**config.mk**
```make
export PLATFORM = sky130hd
export DESIGN_NAME = tcgb_back
export DESIGN_NICKNAME = d
export VERILOG_FILES = /design/src/hdl/tcgb_pkg.sv /design/src/hdl/tcgb_back.sv
export SDC_FILE = /design/constraint.sdc
export NUM_CORES = 1
export LEC_CHECK = 0
export BUFFER_PORTS_ARGS = -buffer_cell sky130_fd_sc_hd__buf_2
export CAP_MARGIN = 0
export CORE_AREA = 3 3 185 187
export CTS_CLUSTER_SIZE = 8
export DETAILED_ROUTE_END_ITERATION = 12
export DIE_AREA = 0 0 188 190
export SKIP_LAST_GASP = 1
export SYNTH_ARGS = -nofsm -noshare
export SYNTH_HDL_FRONTEND = slang
export SYNTH_SLANG_ARGS = --single-unit
```
**constraint.sdc**
```tcl
create_clock -name clk -period 11.06 [get_ports clk]
set_input_delay 0 -clock clk [delete_from_list [all_inputs] [get_ports clk]]
set_output_delay 0 -clock clk [all_outputs]
set_load 0.02 [all_outputs]
```
**src/hdl/tcgb_pkg.sv**
```systemverilog
// ----------------------------------------------------------------------------
// tcgb_pkg
// Types and constants shared by the column gap boundary finder.
// ----------------------------------------------------------------------------
package tcgb_pkg;

  localparam int XW      = 20;  // glyph left edge
  localparam int WW      = 16;  // glyph advance width
  localparam int EW      = 21;  // glyph right edge
  localparam int BW      = 22;  // boundary, 1/32 point
  localparam int IW      = 6;   // boundary ordinal
  localparam int TOLW    = 12;  // tolerance register
  localparam int MAX_OUT = 64;  // results per run
  localparam int QDEPTH  = 4;
  localparam int QAW     = 2;

  localparam logic [TOLW-1:0] TOL_RESET = 12'd16;

  localparam logic FUNC_LOAD   = 1'b0;
  localparam logic FUNC_FINISH = 1'b1;

  typedef enum logic {
    FS_IDLE,
    FS_DRAIN
  } front_state_t;

  typedef enum logic [1:0] {
    TOK_EMPTY,
    TOK_HEAD,
    TOK_MID,
    TOK_TAIL
  } tok_kind_t;

  typedef struct packed {
    logic            func;
    logic [XW-1:0]   glyph_x;
    logic [WW-1:0]   glyph_width;
  } tcgb_in_t;

  typedef struct packed {
    logic [BW-1:0]   boundary;
    logic [IW-1:0]   boundary_index;
    logic            last;
    logic            empty_res;
    logic            dropped;
  } tcgb_out_t;

  typedef struct packed {
    tok_kind_t       kind;
    logic            dropped;
    logic [XW-1:0]   start;
    logic [EW-1:0]   span_end;
  } tcgb_tok_t;

endpackage

```
**src/hdl/tcgb_back.sv**
```systemverilog
// ----------------------------------------------------------------------------
// tcgb_back
// Tests each gap against twice the mean glyph width, merges near boundaries
// and emits at most one result per cycle.
// ----------------------------------------------------------------------------
module tcgb_back #(
  parameter int CW = 6,
  parameter int TW = 22
) (
  input  logic                    clk,
  input  logic                    rst,
  input  logic                    valid,
  output logic                    pop,
  input  tcgb_pkg::tcgb_tok_t     tok,
  input  logic [CW-1:0]           run_count,
  input  logic [TW-1:0]           run_total,
  input  logic [tcgb_pkg::TOLW-1:0] tolerance,
  output logic                    strobe,
  output tcgb_pkg::tcgb_out_t     result
);
  import tcgb_pkg::*;

  localparam int PW = XW + CW;

  logic [EW-1:0]  a_end;
  logic           gap_pos;
  logic [XW-1:0]  gap;
  logic [PW-1:0]  prod;
  logic           pass;
  logic [BW-1:0]  value;

  logic           s1_valid;
  tok_kind_t      s1_kind;
  logic [BW-1:0]  s1_value;
  logic           s1_pass;
  logic           s1_drop;

  logic [BW-1:0]  prev, prev_next, diff;
  logic [IW-1:0]  n, n_next;
  logic           strobe_next;
  tcgb_out_t      result_next;

  assign pop     = valid;
  assign gap_pos = ({1'b0, tok.start} > a_end);
  assign gap     = gap_pos ? (tok.start - a_end[XW-1:0]) : '0;
  assign prod    = PW'(gap) * PW'(run_count);
  assign pass    = gap_pos && (prod > PW'({run_total, 1'b0}));

  always_comb begin
    unique case (tok.kind)
      TOK_EMPTY: value = '0;
      TOK_HEAD:  value = {1'b0, tok.start, 1'b0};
      TOK_MID:   value = BW'(a_end) + BW'(tok.start);
      TOK_TAIL:  value = {tok.span_end, 1'b0};
      default:   value = '0;
    endcase
  end

  always_ff @(posedge clk) begin
    if (rst) begin
      s1_valid <= 1'b0;
    end else begin
      s1_valid <= pop;
    end
  end

  always_ff @(posedge clk) begin
    if (pop) begin
      s1_kind  <= tok.kind;
      s1_value <= value;
      s1_pass  <= pass;
      s1_drop  <= tok.dropped;
      if ((tok.kind == TOK_HEAD) || (tok.kind == TOK_MID)) a_end <= tok.span_end;
    end
  end

  assign diff = (s1_value > prev) ? (s1_value - prev) : (prev - s1_value);

  always_comb begin
    strobe_next                = 1'b0;
    prev_next                  = prev;
    n_next                     = n;
    result_next.boundary       = s1_value;
    result_next.boundary_index = n;
    result_next.last           = 1'b0;
    result_next.empty_res      = 1'b0;
    result_next.dropped        = s1_drop;
    if (s1_valid) begin
      unique case (s1_kind)
        TOK_EMPTY: begin
          strobe_next                = 1'b1;
          result_next.boundary       = '0;
          result_next.boundary_index = '0;
          result_next.last           = 1'b1;
          result_next.empty_res      = 1'b1;
        end
        TOK_HEAD: begin
          strobe_next                = 1'b1;
          result_next.boundary_index = '0;
          prev_next                  = s1_value;
          n_next                     = IW'(1);
        end
        TOK_MID: begin
          if (s1_pass && (diff > BW'({tolerance, 1'b0})) &&
              (n < IW'(MAX_OUT - 1))) begin
            strobe_next = 1'b1;
            prev_next   = s1_value;
            n_next      = n + IW'(1);
          end
        end
        TOK_TAIL: begin
          strobe_next      = 1'b1;
          result_next.last = 1'b1;
        end
        default: strobe_next = 1'b0;
      endcase
    end
  end

  always_ff @(posedge clk) begin
    if (rst) begin
      strobe <= 1'b0;
    end else begin
      strobe <= strobe_next;
    end
  end

  always_ff @(posedge clk) begin
    result <= result_next;
    prev   <= prev_next;
    n      <= n_next;
  end

  a_empty_shape: assert property (@(posedge clk) disable iff (rst)
    strobe && result.empty_res |-> result.last && (result.boundary_index == '0) &&
    (result.boundary == '0))
    else $error("malformed empty result");

  a_head_first: assert property (@(posedge clk) disable iff (rst)
    s1_valid && (s1_kind == TOK_HEAD) |=> strobe && (result.boundary_index == '0) &&
    !result.last)
    else $error("run head not emitted as first boundary");

endmodule

```
[Word level (Yosys, flattened, before mapping)]
Index checks and enable logic that the tools add are counted.
Operators by class
  $add $sub $neg: 5
  $mul: 1
  $lt $le $gt $ge: 5
  eq/ne operators: 7
  mux-type cells: 14
  bitwise operators: 1
  reductions and logical operators: 13
Operator list (number)
  22-bit one-hot mux with 4 select lines: 1
  22-bit 2-to-1 mux: 3
  22-bit one-hot mux with 2 select lines: 1
  22-bit subtractor: 2
  30-bit 2-to-1 mux: 1
  26-bit by 23-bit > comparator with 1-bit output: 1
  20-bit by 6-bit multiplier with 26-bit output: 1
  21-bit by 20-bit adder with 22-bit output: 1
  22-bit by 13-bit > comparator with 1-bit output: 1
  22-bit > comparator: 1
  20-bit by 21-bit > comparator with 1-bit output: 1
  20-bit 2-to-1 mux: 1
  20-bit subtractor: 1
  6-bit 2-to-1 mux: 2
  6-bit one-hot mux with 2 select lines: 1
  2-bit equality test, second input constant: 4
  6-bit by 1-bit adder with 6-bit output, second input constant: 1
  6-bit less-than comparator, second input constant: 1
  2-bit OR reduction: 3
  2-bit by 1-bit equality test with 1-bit output, second input constant: 2
  2-bit logical NOT: 2
  1-bit logical AND: 3
  1-bit 2-to-1 mux: 3
  3-bit AND reduction: 1
  other kinds (7): 7
Word-level totals
  bits in registers: 108
  bits of input ports: 87
  output and inout port bits: 33
  word-level logic and storage cells: 60

[Logic depth before layout (Yosys ltp)]
  depth after elaboration: 7
  gate-level depth with buffers: 38
  gate-level depth less buffers: 37

[Least setup slack after synthesis]
Ideal clock, no wire load.
  path type: reg-to-reg
  start point: register a_end[1]
  end point: register s1_pass (data pin)
  setup time: 0.259 ns
  arrival: 7.512 ns
  data required time: 10.801 ns
  path slack: 3.289 ns
  cell stages (with the launch flop): 35
  buffers on the path: 1
  clock period less this slack: 7.771 ns
  cell sequence: edfxtp_1 -> inv_1 -> ha_1 -> nor2b_1 -> o21ai_1 -> a21boi_1 -> o31ai_1 -> and3_1 -> o31ai_1 -> o21ai_1 -> o21ai_1 -> buf_2 -> nand2_1 -> or2_1 -> fa_1 -> fa_1 -> fa_1 -> inv_1 -> ha_1 -> nor2b_1 -> o31a_1 -> o21ba_1 -> o21a_1 -> or2_1 -> nand2_1 -> a31oi_1 -> a21o_1 -> a21oi_1 -> xnor2_1 -> ha_1 -> a21o_1 -> a21o_1 -> a2111oi_0 -> a31oi_1 -> o31a_1
On the way
  cells in the longest elaborated chain, start to end: 5
  elaborated cells on any way between the ends: 6
  classes of those cells: add/sub (1); mul (1); order compare (2); mux (1); reduce/logical (1)
RTL lines
  start: declaration: RTL line tcgb_back.sv:25  | logic [EW-1:0] a_end;
  start signal: assignment: RTL line tcgb_back.sv:73  | if ((tok.kind == TOK_HEAD) || (tok.kind == TOK_MID)) a_end <= tok.span_end;
  20-bit subtractor / 20-bit by 21-bit > comparator with 1-bit output (equally long branches): RTL line tcgb_back.sv:45, tcgb_back.sv:44
  20-bit 2-to-1 mux: RTL line tcgb_back.sv:45  | assign gap = gap_pos ? (tok.start - a_end[XW-1:0]) : '0;
  20-bit by 6-bit multiplier with 26-bit output: RTL line tcgb_back.sv:46  | assign prod = PW'(gap) * PW'(run_count);
  26-bit by 23-bit > comparator with 1-bit output: RTL line tcgb_back.sv:47  | assign pass = gap_pos && (prod > PW'({run_total, 1'b0}));
  1-bit logical AND *: RTL line tcgb_back.sv:47
  net pass: RTL line tcgb_back.sv:29  | logic pass;
  end signal: assignment: RTL line tcgb_back.sv:71  | s1_pass <= pass;
  end: declaration: RTL line tcgb_back.sv:35  | logic s1_pass;
The timed path passes the listed nets; every way through them passes the cells marked *.
A chain may end at the register's enable or synchronous reset.

[Final worst setup path]
Same ends and word-level chain as after synthesis.

==> summary.txt <==
Status
  – Status: finished, final reports clean

Global routing
  – Pin count of the biggest net entering global routing: 30
  – Initial antenna violation count: 2
  – Met3 Usage GRT: 2.60%
  – First-pass GRT wire length: 51100 um
  – GR peak layer: met2
  – Met2 layer usage reported by global route: 31.3%
  – GR Overflow Total: 0
  – Met1 Track Usage GR: 22.3%
  – Vias in the first global route: 10300
  – Gr usage total: 17.5%

Clock network
  – Clock tree buffer depth: 2
  – Post-CTS resize count: 0
  – Clock-pin slew on the worst setup and hold paths: 0.08 ns
  – CTS tree: yes
  – Clock Latency Late Sink: 0.37 ns
  – Root buf cell: clkbuf_16
  – Clock tree sinks: 108
  – CTS Buf Count: 9
  – H-tree levels: 3

STA
  – Worst slew margin: 23.8%
  – RSZ-0062 raised after global routing: no
  – Setup violators final: 0
  – Worst slew pin tran: 1.14 ns
  – Fin crit period: 9.48 ns
  – Setup Skew: 0.0103 ns
  – Tcrit/Tclk final: 85.7%
  – Max-slew violation count: 0
  – Fmax: 105 MHz
  – Setup TNS: 0 ns
  – Fin. Hold Viols: 0
  – Hold WS: 0.0236 ns

Hold path
  – Critical hold path startpoint: tok[32]
  – Hold Path Class: primary input to flip-flop

Final layout
  – Non-Filler Instances: 1989
  – P&R area growth vs syn: 12.6%
  – Sequential Area: 0.00291 sq mm
  – Area of the multi-input gates: 0.00835 sq mm
  – Layout cells sized above 1: 10.2%
  – Nets: 1863
  – Fill cells: 3304
  – Cell area after layout: 0.0139 sq mm

Logic synthesis
  – Post-synthesis simple-gate area fraction: 15.2%
  – Leading register cell type out of synthesis: edfxtp_1
  – Synth Instances: 1427
  – Top cells by area, synth: edfxtp_1, ha_1, fa_1
  – Mapped Nets: 1750
  – Post-synth EDFFs: 75
  – Synth Area in XOR/XNOR: 5.32%
  – Synth Cell Area: 0.0123 sq mm
  – Area share of the largest cell type after synthesis: 18.3%
  – Main combinational cell family by area after synthesis: adder cells
  – Synth cell count leaders: inv_1, nor2_1, ha_1
  – Post-synthesis mux area share: 1.28%
  – Yosys warns: 0
  – Synth unique cells: 77
  – Post-synthesis register bit count: 108
  – Sequential area share after synthesis: 23.6%
  – Post-Syn Area per Cell: 8.63 sq um
  – Compound-Gate Fraction of Synth Area: 17.3%
  – Asr flop ratio synth: 0%
  – Synth area leader: edfxtp_1
  – Most numerous cell in the Yosys netlist: inv_1
  – Adder-Cell Fraction of Synth Area: 28.7%

Setup path
  – Critical Path AT: 9.61 ns
  – Worst path slowest cell: o21ai_1
  – Crit path max-delay family: compound AO/OA/AOI/OAI gates
  – Reg-to-reg startpoint: a_end[1]
  – Critical path fanouts, max: 19
  – Setup CP Type: flip-flop to flip-flop
  – CP required: 11.19 ns
  – Bufs and invs on worst path: 2
  – Crit path launch type: flip-flop
  – Setup crit start: a_end[1]
  – Crit path capture type: flip-flop
  – Peak per-stage delay on the critical path: 0.67 ns

Power
  – Max VDD drop: 77.9 uV
  – Final Power: 1.61 mW
  – Power per Cell Area: 116 mW/mm^2
  – Lkg Pwr: 6.68 nW

Drt
  – Drt total wl: 31000 um
  – Drt pass-1 iters: 5
  – DR vias: 10100
  – Initial DRC Count: 591
  – Post-DRT Antenna Nets: 0
  – DR vias/cell: 5.06
  – WL per Instance: 15.6 um
  – DRC: 0

Die
  – Die Ht: 190 um
  – Initial Util: 37.8%
  – Core area: 0.0326 sq mm
  – Area of the die: 0.0357 sq mm
  – IO Pins: 120
  – Die W: 188 um
  – # rows: 66

Place
  – Detailed Place HPWL: 25600 um
  – Dpl cell area: 0.0133 sq mm
  – Port Buffers: 119
  – Cells after DPL: 1943
  – Gpl congestion: 0.860

Run
  – Max_cap viols: 0
[cell type report]
type                    count  area share (%)
repair buffers            151            6.53
inverters                 222            6.01
diodes                      2          0.0361
multi-input cells        1048            60.2
flip-flops and latches    108            21.0
well taps                 442            3.99
clock inverters             6           0.559
clock buffers              10            1.65
[placed cells by master (no fill, tap or decap), drive strengths merged, types with 9 or more instances in the layout]
cell type    Yosys  routed
a21o            39      39
a21oi           84      84
a22oi           17      17
a31oi           12      12
and2            18      18
buf             16     123
clkbuf          33      10
dfxtp           33      33
dlygate4sd3      0      28
edfxtp          75      75
fa              77      77
ha             159     159
inv            222     225
mux2i            9       9
nand2           62      62
nand2b          14      14
nand3           24      24
nand4           19      19
nor2           175     175
nor2b           22      22
nor3            16      16
o21a            14      14
o21ai           75      75
o21bai          19      19
or2             15      15
xnor2           44      44
xor2            30      30
[per-layer routing]
metal	up-vias	wire [um]
met2	228	15200
met5	-	31
met3	33	1330
li1	5051	-
met4	4	570
met1	4745	13900
[state kept, by name, summed over array words and instances, names as in the netlist]
name and cells:
n 6, prev 22, s1_valid 1, strobe 1, s1_kind 2, a_end 21
s1_pass 1, s1_value 22, s1_drop 1, result 31
[worst min-delay path, cell delays in order]
cell and delay, ns:
buf_2 0.11, a22oi_1 0.07, o21ai_0 0.10
[power by group]
| group | leakage (nW) | internal (mW) | switching, mW | total (mW) |
|---|---|---|---|---|
| logic | 5.53 | 0.311 | 0.471 | 0.783 |
| clock network | 0.147 | 0.181 | 0.165 | 0.346 |
| registers | 1.00 | 0.467 | 0.0166 | 0.484 |
[cells by family (layout without fill, tap and decap cells)]
logic type	Yosys count	count (layout)
compound gates	325	325
xor+xnor	74	74
fa+ha+maj	236	236
buf+inv	271	389
flops	108	108
mux	15	15
other cells	0	2
simple gates	398	398
[stage by stage]
step           util [%]  setup slack (ns)
3_5_place_dp       40.7              1.64
4_1_cts            42.5              1.62
5_1_grt            42.5             0.835
3_3_place_gp       40.7              1.82
2_1_floorplan         -              3.29
6_report           42.5              1.58
[worst paths after layout]
path / end / slack, ns / depth (start not counted)
setup / recovery: s1_pass / 1.58 / 33
hold / removal: s1_value[12] / 0.02 / 3
setup reg to reg: s1_pass / 1.58 / 33
hold reg to reg: result[0] / 0.35 / 0
[what timing repair did]
| item | CTS | global route |
|---|---|---|
| hold buffers | 28 | 0 |
| buffers inserted | 0 | 0 |
| endpoints found under the hold margin | 32 | 0 |
Power figures use the tool's default switching activity.
