**src/hdl/tcgb_pkg.sv**
```systemverilog
// ----------------------------------------------------------------------------
// tcgb_pkg
// Types and constants shared by the column gap boundary finder.
// ----------------------------------------------------------------------------
package tcgb_pkg;

  localparam int XW      = 20;  // glyph left edge
  localparam int WW      = 16;  // glyph advance width
  localparam int EW      = 21;  // glyph right edge
  localparam int BW      = 22;  // boundary, 1/32 point
  localparam int IW      = 6;   // boundary ordinal
  localparam int TOLW    = 12;  // tolerance register
  localparam int MAX_OUT = 64;  // results per run
  localparam int QDEPTH  = 4;
  localparam int QAW     = 2;

  localparam logic [TOLW-1:0] TOL_RESET = 12'd16;

  localparam logic FUNC_LOAD   = 1'b0;
  localparam logic FUNC_FINISH = 1'b1;

  typedef enum logic {
    FS_IDLE,
    FS_DRAIN
  } front_state_t;

  typedef enum logic [1:0] {
    TOK_EMPTY,
    TOK_HEAD,
    TOK_MID,
    TOK_TAIL
  } tok_kind_t;

  typedef struct packed {
    logic            func;
    logic [XW-1:0]   glyph_x;
    logic [WW-1:0]   glyph_width;
  } tcgb_in_t;

  typedef struct packed {
    logic [BW-1:0]   boundary;
    logic [IW-1:0]   boundary_index;
    logic            last;
    logic            empty_res;
    logic            dropped;
  } tcgb_out_t;

  typedef struct packed {
    tok_kind_t       kind;
    logic            dropped;
    logic [XW-1:0]   start;
    logic [EW-1:0]   span_end;
  } tcgb_tok_t;

endpackage

```
**src/hdl/tcgb_queue.sv**
```systemverilog
// ----------------------------------------------------------------------------
// tcgb_queue
// Short first-in first-out queue of tokens between front and back end.
// ----------------------------------------------------------------------------
module tcgb_queue #(
  parameter int W = 64
) (
  input  logic         clk,
  input  logic         rst,
  input  logic         push,
  input  logic [W-1:0] wdata,
  output logic         full,
  input  logic         pop,
  output logic [W-1:0] rdata,
  output logic         nonempty
);
  import tcgb_pkg::*;

  logic [W-1:0]   entry [QDEPTH];
  logic [QAW-1:0] wp, rp;
  logic [QAW:0]   fill;

  assign full     = (fill == (QAW+1)'(QDEPTH));
  assign nonempty = (fill != '0);
  assign rdata    = entry[rp];

  always_ff @(posedge clk) begin
    if (push) entry[wp] <= wdata;
  end

  always_ff @(posedge clk) begin
    if (rst) begin
      wp   <= '0;
      rp   <= '0;
      fill <= '0;
    end else begin
      if (push) wp <= wp + QAW'(1);
      if (pop)  rp <= rp + QAW'(1);
      if (push && !pop) fill <= fill + (QAW+1)'(1);
      else if (pop && !push) fill <= fill - (QAW+1)'(1);
    end
  end

  a_no_overrun: assert property (@(posedge clk) disable iff (rst)
    push |-> !full)
    else $error("push into full queue");

  a_no_underrun: assert property (@(posedge clk) disable iff (rst)
    pop |-> nonempty)
    else $error("pop from empty queue");

endmodule

```
**config.mk**
```make
export PLATFORM = sky130hd
export DESIGN_NAME = tcgb_queue
export DESIGN_NICKNAME = d
export VERILOG_FILES = /design/src/hdl/tcgb_pkg.sv /design/src/hdl/tcgb_queue.sv
export SDC_FILE = /design/constraint.sdc
export NUM_CORES = 1
export LEC_CHECK = 0
export BUFFER_PORTS_ARGS = -buffer_cell sky130_fd_sc_hd__buf_2
export CORE_UTILIZATION = 25
export CTS_CLUSTER_DIAMETER = 50
export CTS_CLUSTER_SIZE = 25
export DETAILED_ROUTE_END_ITERATION = 10
export PLACE_DENSITY = 0.53
export SLEW_MARGIN = 20
export SYNTH_ARGS = -nofsm -noshare
export SYNTH_HDL_FRONTEND = slang
export SYNTH_SLANG_ARGS = --single-unit
export TNS_END_PERCENT = 5
```
**constraint.sdc**
```tcl
create_clock -name clk -period 4.7 [get_ports clk]
set_input_delay 0.705 -clock clk [delete_from_list [all_inputs] [get_ports clk]]
set_output_delay 0.705 -clock clk [all_outputs]
set_load 0.01 [all_outputs]
```
== Word-level counts from Yosys, hierarchy flattened ==
Memory sizes are Yosys's and may differ from the RTL's. A register that Yosys moved wholly into a read port is not among the register bits.
Cells that the tools add are included.
Storage, ports and cells
  input bits: 68
  memories: 1
  logic and storage cells: 21
  output and inout port bits: 66
  bits in writable memories: 256
  register bits: 7
Memories
  entry: depth 4, bits a word 64, read ports 1, clocked after memory_dff 1, wr ports 1, RTL line tcgb_queue.sv:19  | logic [W-1:0] entry [QDEPTH];
Operators by class
  equal/unequal tests: 1
  add/sub/neg operators: 4
  reduce and logical (&&, ||, !) cells: 6
  muxes and demuxes: 6
Operators with widths (number)
  3-bit 2-to-1 mux: 2
  2-bit by 1-bit adder with 2-bit output, second input constant: 2
  2-bit 2-to-1 mux: 2
  3-bit by 1-bit adder with 3-bit output, second input constant: 1
  3-bit equality test, second input constant: 1
  3-bit nonzero test: 1
  3-bit by 1-bit subtractor with 3-bit output, second input constant: 1
  1-bit logical AND: 2
  1-bit logical NOT: 2
  1-bit 2-to-1 mux: 2
  2-bit nonzero test: 1

== Longest topological paths before layout ==
Gate-level depths: netlist (run 1).
  depth after elaboration: 4
  mapped depth: 7

== Worst setup path after synthesis (run 1) ==
OpenSTA, ideal clock, no wires.
  path kind: input port to flip-flop
  start: input port push
  end: memory entry[0][0] (enable)
  path buffers: 0
  arrival time: 2.212 ns
  path slack: 2.060 ns
  stages: 1
  setup time: 0.429 ns
  path through: and2_1
Between the ends
  word-level cells in the longest chain between the ends: 2
RTL lines
  start, declared: RTL line tcgb_queue.sv:10  | input logic push,
  1-bit 2-to-1 mux: RTL line tcgb_queue.sv:28  | if (push) entry[wp] <= wdata;
  1-bit 2-to-1 mux (implied by the code): RTL line tcgb_queue.sv:28
  end, declared: RTL line tcgb_queue.sv:19
Every way passes these cells.

==> results of run 1 <==
## where the power goes
part	leakage (nW)	internal [mW]	total (mW)	switching [mW]
Sequential	2.43	2.71	2.77	0.0632
Clock	0.469	1.35	2.30	0.944
Combinational	1.05	0.228	0.465	0.237
Total	3.95	4.29	5.54	1.24
## synth_stat cells
master,n
a21oi_1,1
and2_1,4
buf_12,6
buf_2,6
buf_6,1
clkbuf_1,1
clkbuf_2,1
dfxtp_1,9
edfxtp_1,256
fa_1,1
ha_1,5
inv_1,4
mux2i_1,2
mux4_1,4
mux4_2,60
nand2_1,1
nor2_1,7
nor3b_1,1
o21ai_0,1
or3_1,2
xnor2_1,2
xor2_1,3
## sequential cells by signal, summed over array words and instances (netlist names), named ones only
signal,flops
entry,256
fill,3
rp,2
wp,2
## layout make-up
class,count,area share
clock buffer,28,0.0569
clock inverter,21,0.0240
inverter,4,0.00126
multi-input combinational,94,0.142
sequential,265,0.660
tap,511,0.0536
timing repair buffer,137,0.0625
## logic make-up after synthesis
group | after synthesis | synth area share
adder cells (fa/ha/maj) | 6 | 0.00848
multiplexers | 66 | 0.152
flip-flops | 265 | 0.808
buffers and inverters | 19 | 0.0190
AO/OA/AOI/OAI | 2 | 0.00103
XOR/XNOR | 5 | 0.00450
AND/OR/NAND/NOR | 15 | 0.00771
## worst paths after layout
kind	end	slack, ns	cells after the start
hold / removal	entry[2][37]	0.37	1
setup / recovery	rdata[59]	1.52	3
setup reg to reg	entry[1][58]	2.85	3
hold reg to reg	rp[0]	0.55	2
## worst reg2reg max path, cell delays in order (launching register included)
cell and delay, ns:
dfxtp_1 0.34, inv_1 0.09, ha_1 0.15, and2_4 0.83
## placed cells by master, fill, tap and decap left out, types with 2 or more instances in the layout
master	count
bufinv_16	5
xnor2_1	2
and2_4	4
clkinv_2	2
xor2_1	3
inv_6	5
mux2i_1	2
buf_2	133
mux4_1	4
buf_12	4
ha_1	5
clkinv_1	2
clkinv_8	2
dfxtp_4	2
dfxtp_1	7
nor2_1	7
clkbuf_16	27
clkinv_4	4
mux4_2	60
inv_1	4
or3_1	2
edfxtp_1	256
## per-layer routing
layer	track usage	vias to the layer above
met1	0.114	2259
met3	0.0224	36
met5	0	-
li1	-	1916
met2	0.164	105
met4	0.0385	2
## through the flow
step	hold slack [ns]	setup WS [ns]
global placement	0.473	2.02
CTS	0.332	1.39
finish	0.371	1.52
detailed placement	0.533	2.00
floorplan	0.461	2.06
global route	0.339	1.31
==> results.sh, run 1 <==
export IMPL_clock_skew_ns=0.0160
export IMPL_drt_iter0_drc=171
export IMPL_grt_pass1_vias=4788
export IMPL_path_buf_inv=2
export IMPL_synth_largest_area_cell="edfxtp_1"
export IMPL_power_density_nw_per_um2=464
export IMPL_port_buffers=133
export IMPL_cts_tree="done"
export IMPL_ioPinCount=134
export IMPL_hpwlAfterDp_um=10700
export IMPL_vdd_drop_max_uv=284
export IMPL_design_area_um2=11900
export IMPL_synth_area_leaders="edfxtp_1 (79%), mux4_2 (14%), dfxtp_1 (1.8%)"
export IMPL_rsz0062_at_grt="no"
export IMPL_clock_sinks=265
export IMPL_gp_congestion=0.633
export IMPL_setup_viol=0
export IMPL_grt_first_pass_wirelength_um=28000
export IMPL_fin_crit_ns=3.18
export IMPL_relSlewSlack=0.295
export IMPL_track_usage=0.0948
export IMPL_cts_buffer_depth=3
export IMPL_dr_wl_met2_um=9520
export IMPL_fin_nets=603
export IMPL_initial_core_util=0.256
export IMPL_hold_violations=0
export IMPL_drc_errors=0
export IMPL_antenna_cells=0
export IMPL_die_w_um=199
export IMPL_die_area_um2=39800
export IMPL_drive_gt1_frac=0.454
export IMPL_syn_nets=452
export IMPL_tns_ns=0
export IMPL_synth_avg_cell_area_um2=25.8
export IMPL_cts_made_buffers=27
export IMPL_worstPathRequired_ns=3.99
export IMPL_grt_max_degree=65
export IMPL_status="finished clean"
export IMPL_wl_met1_um=7730
export IMPL_antenna_found_initial=2
export IMPL_yosysUniqueCellTypes=22
export IMPL_crit_slowest_cell="dfxtp_4"
export IMPL_top_layer_used="met5"
export IMPL_cts_hold_buf=0
export IMPL_cts_resized=0
export IMPL_cp_max_fo=36
export IMPL_drtPass1Iterations=4
export IMPL_dp_cells=1008
export IMPL_synth_yosys_seq_area_share=0.808
export IMPL_multi_input_area_um2=1700
export IMPL_finish_utilization=0.314
export IMPL_grt_overflow=0
export IMPL_drv_cap=0
export IMPL_fp_coreArea_um2=38000
export IMPL_start_kind="flip-flop"
export IMPL_synth_area_um2=9740
export IMPL_clk_pin_slew_ns=0.07
export IMPL_synth_cells=378
export IMPL_finalNonFillerCells=1060
export IMPL_p_leak_nw=3.95
export IMPL_min_period_over_period=0.677
export IMPL_ys_seq_elements=265
export IMPL_clock_insertion_delay_worst_skew_ns=0.54
export IMPL_rr_startpoint="wp[1]"
export IMPL_hold_class="in2reg"
export IMPL_fmax_ghz=0.314
export IMPL_crit_path_cell_trace="buf_12 -> mux4_1 -> buf_2"
export IMPL_placed_area_um2=10900
export IMPL_netlist_area_leader_share=0.789
export IMPL_placementRows=71
export IMPL_ant_nets=0
export IMPL_syn_to_final_growth_pct=22.6
export IMPL_crit_type="reg2out"
export IMPL_slew_viol_final=0
export IMPL_tightestPinTransition_ns=1.06
export IMPL_vias_per_cell=4.07
export IMPL_postCtsSetupBuffers=0
export IMPL_die_h_um=199
export IMPL_critPathArrivalTime_ns=2.48
export IMPL_hold_start="wdata[37]"
export IMPL_crit_path_end_kind="primary output"
export IMPL_wl_met3_um=1030
export IMPL_regArea_um2=7880
export IMPL_slowest_delay_ns=0.76
export IMPL_h_tree_depth=1
export IMPL_wl_per_cell_um=17.7
export IMPL_route_vias_total=4318
export IMPL_p_total_mw=5.54
export IMPL_root_buffer="clkbuf_16"
export IMPL_crit_family="flip-flops"
export IMPL_fillers=3712
export IMPL_wirelength_um=18800
export IMPL_ys_warn_count=0
(Power assumes the default switching activity.)
==> run 2, diff against run 1 <==
--- a/config.mk
+++ b/config.mk
@@ -10,7 +10,7 @@
 export CTS_CLUSTER_DIAMETER = 50
 export CTS_CLUSTER_SIZE = 25
 export DETAILED_ROUTE_END_ITERATION = 10
-export PLACE_DENSITY = 0.53
+export PLACE_DENSITY = 0.55
 export SLEW_MARGIN = 20
 export SYNTH_ARGS = -nofsm -noshare
 export SYNTH_HDL_FRONTEND = slang
==> constraint.sdc (replaced) <==
create_clock -name clk -period 2.78 [get_ports clk]
set_input_delay 0.417 -clock clk [delete_from_list [all_inputs] [get_ports clk]]
set_output_delay 0.417 -clock clk [all_outputs]
set_load 0.01 [all_outputs]
==> results.sh, run 2 (synthesis results as in run 1) <==
export IMPL_rsz0062_at_grt="no"
export IMPL_clk_pin_slew_ns=0.07
export IMPL_initial_core_util=0.256
export IMPL_cts_made_buffers=28
export IMPL_endpoint="rdata[63]"
export IMPL_drtPass1Iterations=4
export IMPL_root_buffer="clkbuf_16"
export IMPL_die_h_um=199
export IMPL_start_kind="flip-flop"
export IMPL_hold_violations=0
export IMPL_finalNonFillerCells=1066
export IMPL_wirelength_um=18900
export IMPL_largest_register_ffs=256
export IMPL_grt_max_degree=41
export IMPL_gp_congestion=0.636
export IMPL_grt_overflow=0
export IMPL_p_leak_nw=3.99
export IMPL_dp_cells=1014
export IMPL_fin_crit_ns=2.57
export IMPL_ioPinCount=134
export IMPL_layout_common_cells="edfxtp_1 (256), buf_2 (133), mux4_2 (60)"
export IMPL_route_vias_total=4347
export IMPL_cts_buffer_depth=3
export IMPL_fillers=3684
export IMPL_grt_first_pass_wirelength_um=28600
export IMPL_status="finished clean"
export IMPL_wl_per_cell_um=17.7
export IMPL_fmax_ghz=0.390
export IMPL_cp_max_fo=30
export IMPL_tns_ns=0
export IMPL_drive_gt1_frac=0.458
export IMPL_power_density_nw_per_um2=776
export IMPL_finish_utilization=0.316
export IMPL_die_w_um=199
export IMPL_worstPathRequired_ns=2.36
export IMPL_reg2regPathDepth=4
export IMPL_crit_path_end_kind="primary output"
export IMPL_r2r_end="entry[2][54]"
export IMPL_drc_errors=0
export IMPL_crit_type="reg2out"
export IMPL_setup_viol=0
export IMPL_met3_usage=0.0226
export IMPL_vdd_drop_max_uv=423
export IMPL_tightestPinTransition_ns=0.443
export IMPL_grtUsageMet1=0.123
export IMPL_clock_sinks=265
export IMPL_syn_to_final_growth_pct=23.5
export IMPL_grt_pass1_vias=4863
export IMPL_placementRows=71
export IMPL_track_usage=0.0961
export IMPL_grt_busiest_layer="met2"
export IMPL_die_area_um2=39800
export IMPL_antenna_found_initial=0
export IMPL_cts_resized=0
export IMPL_rr_startpoint="wp[0]"
export IMPL_port_buffers=133
export IMPL_postCtsSetupBuffers=0
export IMPL_grt_use_met2=0.159
export IMPL_layout_commonest_cell="edfxtp_1"
export IMPL_regMostFlops="entry"
export IMPL_vias_per_cell=4.08
export IMPL_relSlewSlack=0.705
export IMPL_critPathArrivalTime_ns=2.15
export IMPL_hpwlAfterDp_um=11800
export IMPL_holdWs_ns=0.0882
export IMPL_fin_nets=607
export IMPL_clock_skew_ns=0.0199
export IMPL_clock_insertion_delay_worst_skew_ns=0.55
export IMPL_fp_coreArea_um2=38000
export IMPL_antenna_cells=0
export IMPL_min_period_over_period=0.923
export IMPL_drv_cap=0
export IMPL_hold_class="in2reg"
export IMPL_hold_start="wdata[12]"
export IMPL_cts_hold_buf=0
export IMPL_h_tree_depth=1
export IMPL_top_regs="entry x256, fill x3"
export IMPL_drt_iter0_drc=186
export IMPL_rrSetupSlack_ns=1.06
export IMPL_ant_nets=0
export IMPL_cts_tree="done"
export IMPL_slew_viol_final=0
==> run 2: cell count changes in the layout (fill, tap and decap cells not counted) <==
| cell | delta |
|---|---|
| inv_6 | -1 |
| clkbuf_16 | +2 |
| clkinv_8 | +3 |
| bufinv_16 | -3 |
| clkinv_1 | +1 |
| inv_8 | +4 |
| clkinv_2 | -1 |
| buf_12 | +3 |
| clkinv_4 | -2 |
==> run 2: how the worst min path moves through the flow <==
stage	endpoint	slack [ns]	depth (start not counted)
2_1_floorplan	fill[2]	0.46	2
3_3_place_gp	fill[2]	0.48	2
3_5_place_dp	fill[2]	0.51	2
4_1_cts	entry[3][15]	0.05	1
5_1_grt	entry[1][11]	0.05	1
6_report	entry[3][12]	0.09	1
==> run 2: per-stage QoR <==
| stage | setup WS, ns | power (mW) | cell area [µm²] |
|---|---|---|---|
| after global routing | 0.0862 | 9.71 | 12000 |
| after CTS | 0.127 | 9.48 | 12000 |
| after floorplan | 0.304 | 5.25 | 9740 |
| after detailed placement | 0.713 | 5.61 | 11000 |
| after global placement | 0.736 | 5.58 | 11000 |
| final | 0.213 | 9.33 | 12000 |
==> run 2: final cells by class <==
class                   instances  area [µm²]  area share
clock buffers                  30         729      0.0607
multi-input cells              94        1700       0.141
clock inverters                22         263      0.0218
repair buffers                140         806      0.0670
flip-flops and latches        265        7880       0.655
well taps                     511         639      0.0532
inverters                       4        15.0     0.00125
==> run 2: power breakdown <==
part / leakage [nW] / internal (mW) / switching, mW / total, mW
Sequential: 2.43 / 4.58 / 0.0711 / 4.65
Combinational: 1.08 / 0.397 / 0.445 / 0.842
Clock: 0.481 / 2.18 / 1.66 / 3.84
Total: 3.99 / 7.16 / 2.17 / 9.33
==> run 2: layer usage <==
layer	up-vias	share of wire
met1	2281	0.43
met4	0	0.024
li1	1929	-
met5	-	0
met2	105	0.49
met3	32	0.054
==> run 2: worst max-delay path, stage by stage, from the launching register on <==
cell and delay (ns):
dfxtp_4 0.52, buf_12 0.28, mux4_1 0.60, buf_2 0.16
==> run 3, diff against run 2 <==
--- a/config.mk
+++ b/config.mk
@@ -10,7 +10,7 @@
 export CTS_CLUSTER_DIAMETER = 50
 export CTS_CLUSTER_SIZE = 25
 export DETAILED_ROUTE_END_ITERATION = 10
-export PLACE_DENSITY = 0.55
+export PLACE_DENSITY_LB_ADDON = 0.08
 export SLEW_MARGIN = 20
 export SYNTH_ARGS = -nofsm -noshare
 export SYNTH_HDL_FRONTEND = slang
==> results.sh, run 3 (synthesis results as in run 1) <==
export IMPL_worst_hold_path_endpoint="entry[0][62]"
export IMPL_critPathArrivalTime_ns=2.18
export IMPL_clock_sinks=265
export IMPL_route_vias_total=4420
export IMPL_grt_first_pass_wirelength_um=30900
export IMPL_tightestPinTransition_ns=0.512
export IMPL_ant_nets=0
export IMPL_slew_viol_final=0
export IMPL_relSlewSlack=0.659
export IMPL_worstPathRequired_ns=2.36
export IMPL_status="finished clean"
export IMPL_antenna_found_initial=2
export IMPL_place_ws_ns=0.605
export IMPL_drive_gt1_frac=0.469
export IMPL_track_usage=0.109
export IMPL_cts_hold_buf=0
export IMPL_fmax_ghz=0.386
export IMPL_cp_max_fo=20
export IMPL_die_area_um2=39800
export IMPL_initial_core_util=0.256
export IMPL_syn_to_final_growth_pct=25.7
export IMPL_drv_cap=0
export IMPL_hpwlAfterDp_um=12700
export IMPL_p_switching_mw=2.26
export IMPL_clock_skew_ns=0.0215
export IMPL_fin_crit_ns=2.59
export IMPL_top_regs="entry x256, fill x3"
export IMPL_regArea_um2=7880
export IMPL_cts_resized=0
export IMPL_die_w_um=199
export IMPL_clk_pin_slew_ns=0.06
export IMPL_p_leak_nw=4.09
export IMPL_vias_per_cell=4.07
export IMPL_hold_class="in2reg"
export IMPL_postCtsSetupBuffers=0
export IMPL_root_buffer="clkbuf_16"
export IMPL_drtPass1Iterations=4
export IMPL_cts_buffer_depth=3
export IMPL_vdd_drop_max_uv=341
export IMPL_multi_input_area_um2=1700
export IMPL_die_h_um=199
export IMPL_placementRows=71
export IMPL_tns_ns=0
export IMPL_layout_common_cells="edfxtp_1 (256), buf_2 (133), mux4_2 (60)"
export IMPL_fin_nets=621
export IMPL_rrSetupSlack_ns=1.09
export IMPL_crit_type="reg2out"
export IMPL_r2r_end="entry[0][21]"
export IMPL_p_seq_frac=0.473
export IMPL_crit_path_end_kind="primary output"
export IMPL_min_period_over_period=0.933
export IMPL_cts_tree="done"
export IMPL_finalNonFillerCells=1085
export IMPL_layout_commonest_cell="edfxtp_1"
export IMPL_rr_startpoint="wp[0]"
export IMPL_hold_start="wdata[62]"
export IMPL_h_tree_depth=2
export IMPL_ioPinCount=134
export IMPL_hold_violations=0
export IMPL_regMostFlops="entry"
export IMPL_rsz0062_at_grt="no"
export IMPL_clock_insertion_delay_worst_skew_ns=0.51
export IMPL_dp_cells=1021
export IMPL_p_clk_frac=0.439
export IMPL_wl_per_cell_um=19.3
export IMPL_largest_register_ffs=256
export IMPL_power_density_nw_per_um2=805
export IMPL_grt_max_degree=29
export IMPL_grt_overflow=0
export IMPL_p_int_mw=7.59
export IMPL_grt_pass1_vias=4892
export IMPL_p_sw_frac=0.230
export IMPL_setup_viol=0
export IMPL_finalWorstSetupSlack_ns=0.187
export IMPL_fp_coreArea_um2=38000
export IMPL_reg2regPathDepth=4
export IMPL_cts_made_buffers=35
export IMPL_drt_iter0_drc=123
export IMPL_combPwrFrac=0.087
export IMPL_gp_congestion=0.663
export IMPL_drc_errors=0
export IMPL_fillers=3696
export IMPL_start_kind="flip-flop"
export IMPL_min_path_cells=1
export IMPL_port_buffers=133
export IMPL_wirelength_um=20900
## run 3: stage by stage
stage / util / hold WS, ns / instance area [µm²] / total power [mW]
after detailed placement: 0.292 / 0.511 / 11100 / 5.65
after floorplan: - / 0.461 / 9740 / 5.25
after global placement: 0.292 / 0.476 / 11100 / 5.63
after CTS: 0.322 / 0.0822 / 12200 / 10.1
final: 0.322 / 0.123 / 12200 / 9.85
after global routing: 0.322 / 0.0896 / 12200 / 10.3
## run 3: area by class of cell
class,count,share of cell area
timing repair buffer,147,0.0701
tap,511,0.0522
antenna,1,0.000204
clock inverter,22,0.0167
inverter,4,0.00123
sequential,265,0.643
multi-input combinational,94,0.139
clock buffer,41,0.0777
## run 3: power groups by stage
stage	logic [mW]	registers (mW)	clock network (mW)
3_3_place_gp	0.884	4.74	0
3_5_place_dp	0.896	4.76	0
5_1_grt	0.942	4.69	4.64
2_1_floorplan	0.539	4.71	0
4_1_cts	0.899	4.67	4.49
6_report	0.860	4.66	4.33
## run 3: how the worst max path moves through the flow
stage	startpoint	slack, ns	to	depth (start not counted)
after floorplan	wp[0]	0.30	entry[2][0]	3
after global placement	flip-flop	0.63	rdata[63]	3
after detailed placement	flip-flop	0.61	rdata[63]	3
after CTS	flip-flop	0.06	rdata[63]	3
after global routing	flip-flop	0.02	rdata[63]	3
final	flip-flop	0.19	rdata[63]	3
## run 3: layer usage
layer,wire length (µm),vias up,GRT usage
met2,10200,96,0.178
met5,13,-,0
met4,510,2,0.0435
met3,1080,38,0.0304
li1,-,1969,-
met1,9090,2315,0.136
## run 3: worst max-delay path, cell delays in order (launching register included)
cell     delay [ns]
dfxtp_4        0.65
buf_12         0.27
mux4_1         0.59
buf_2          0.16
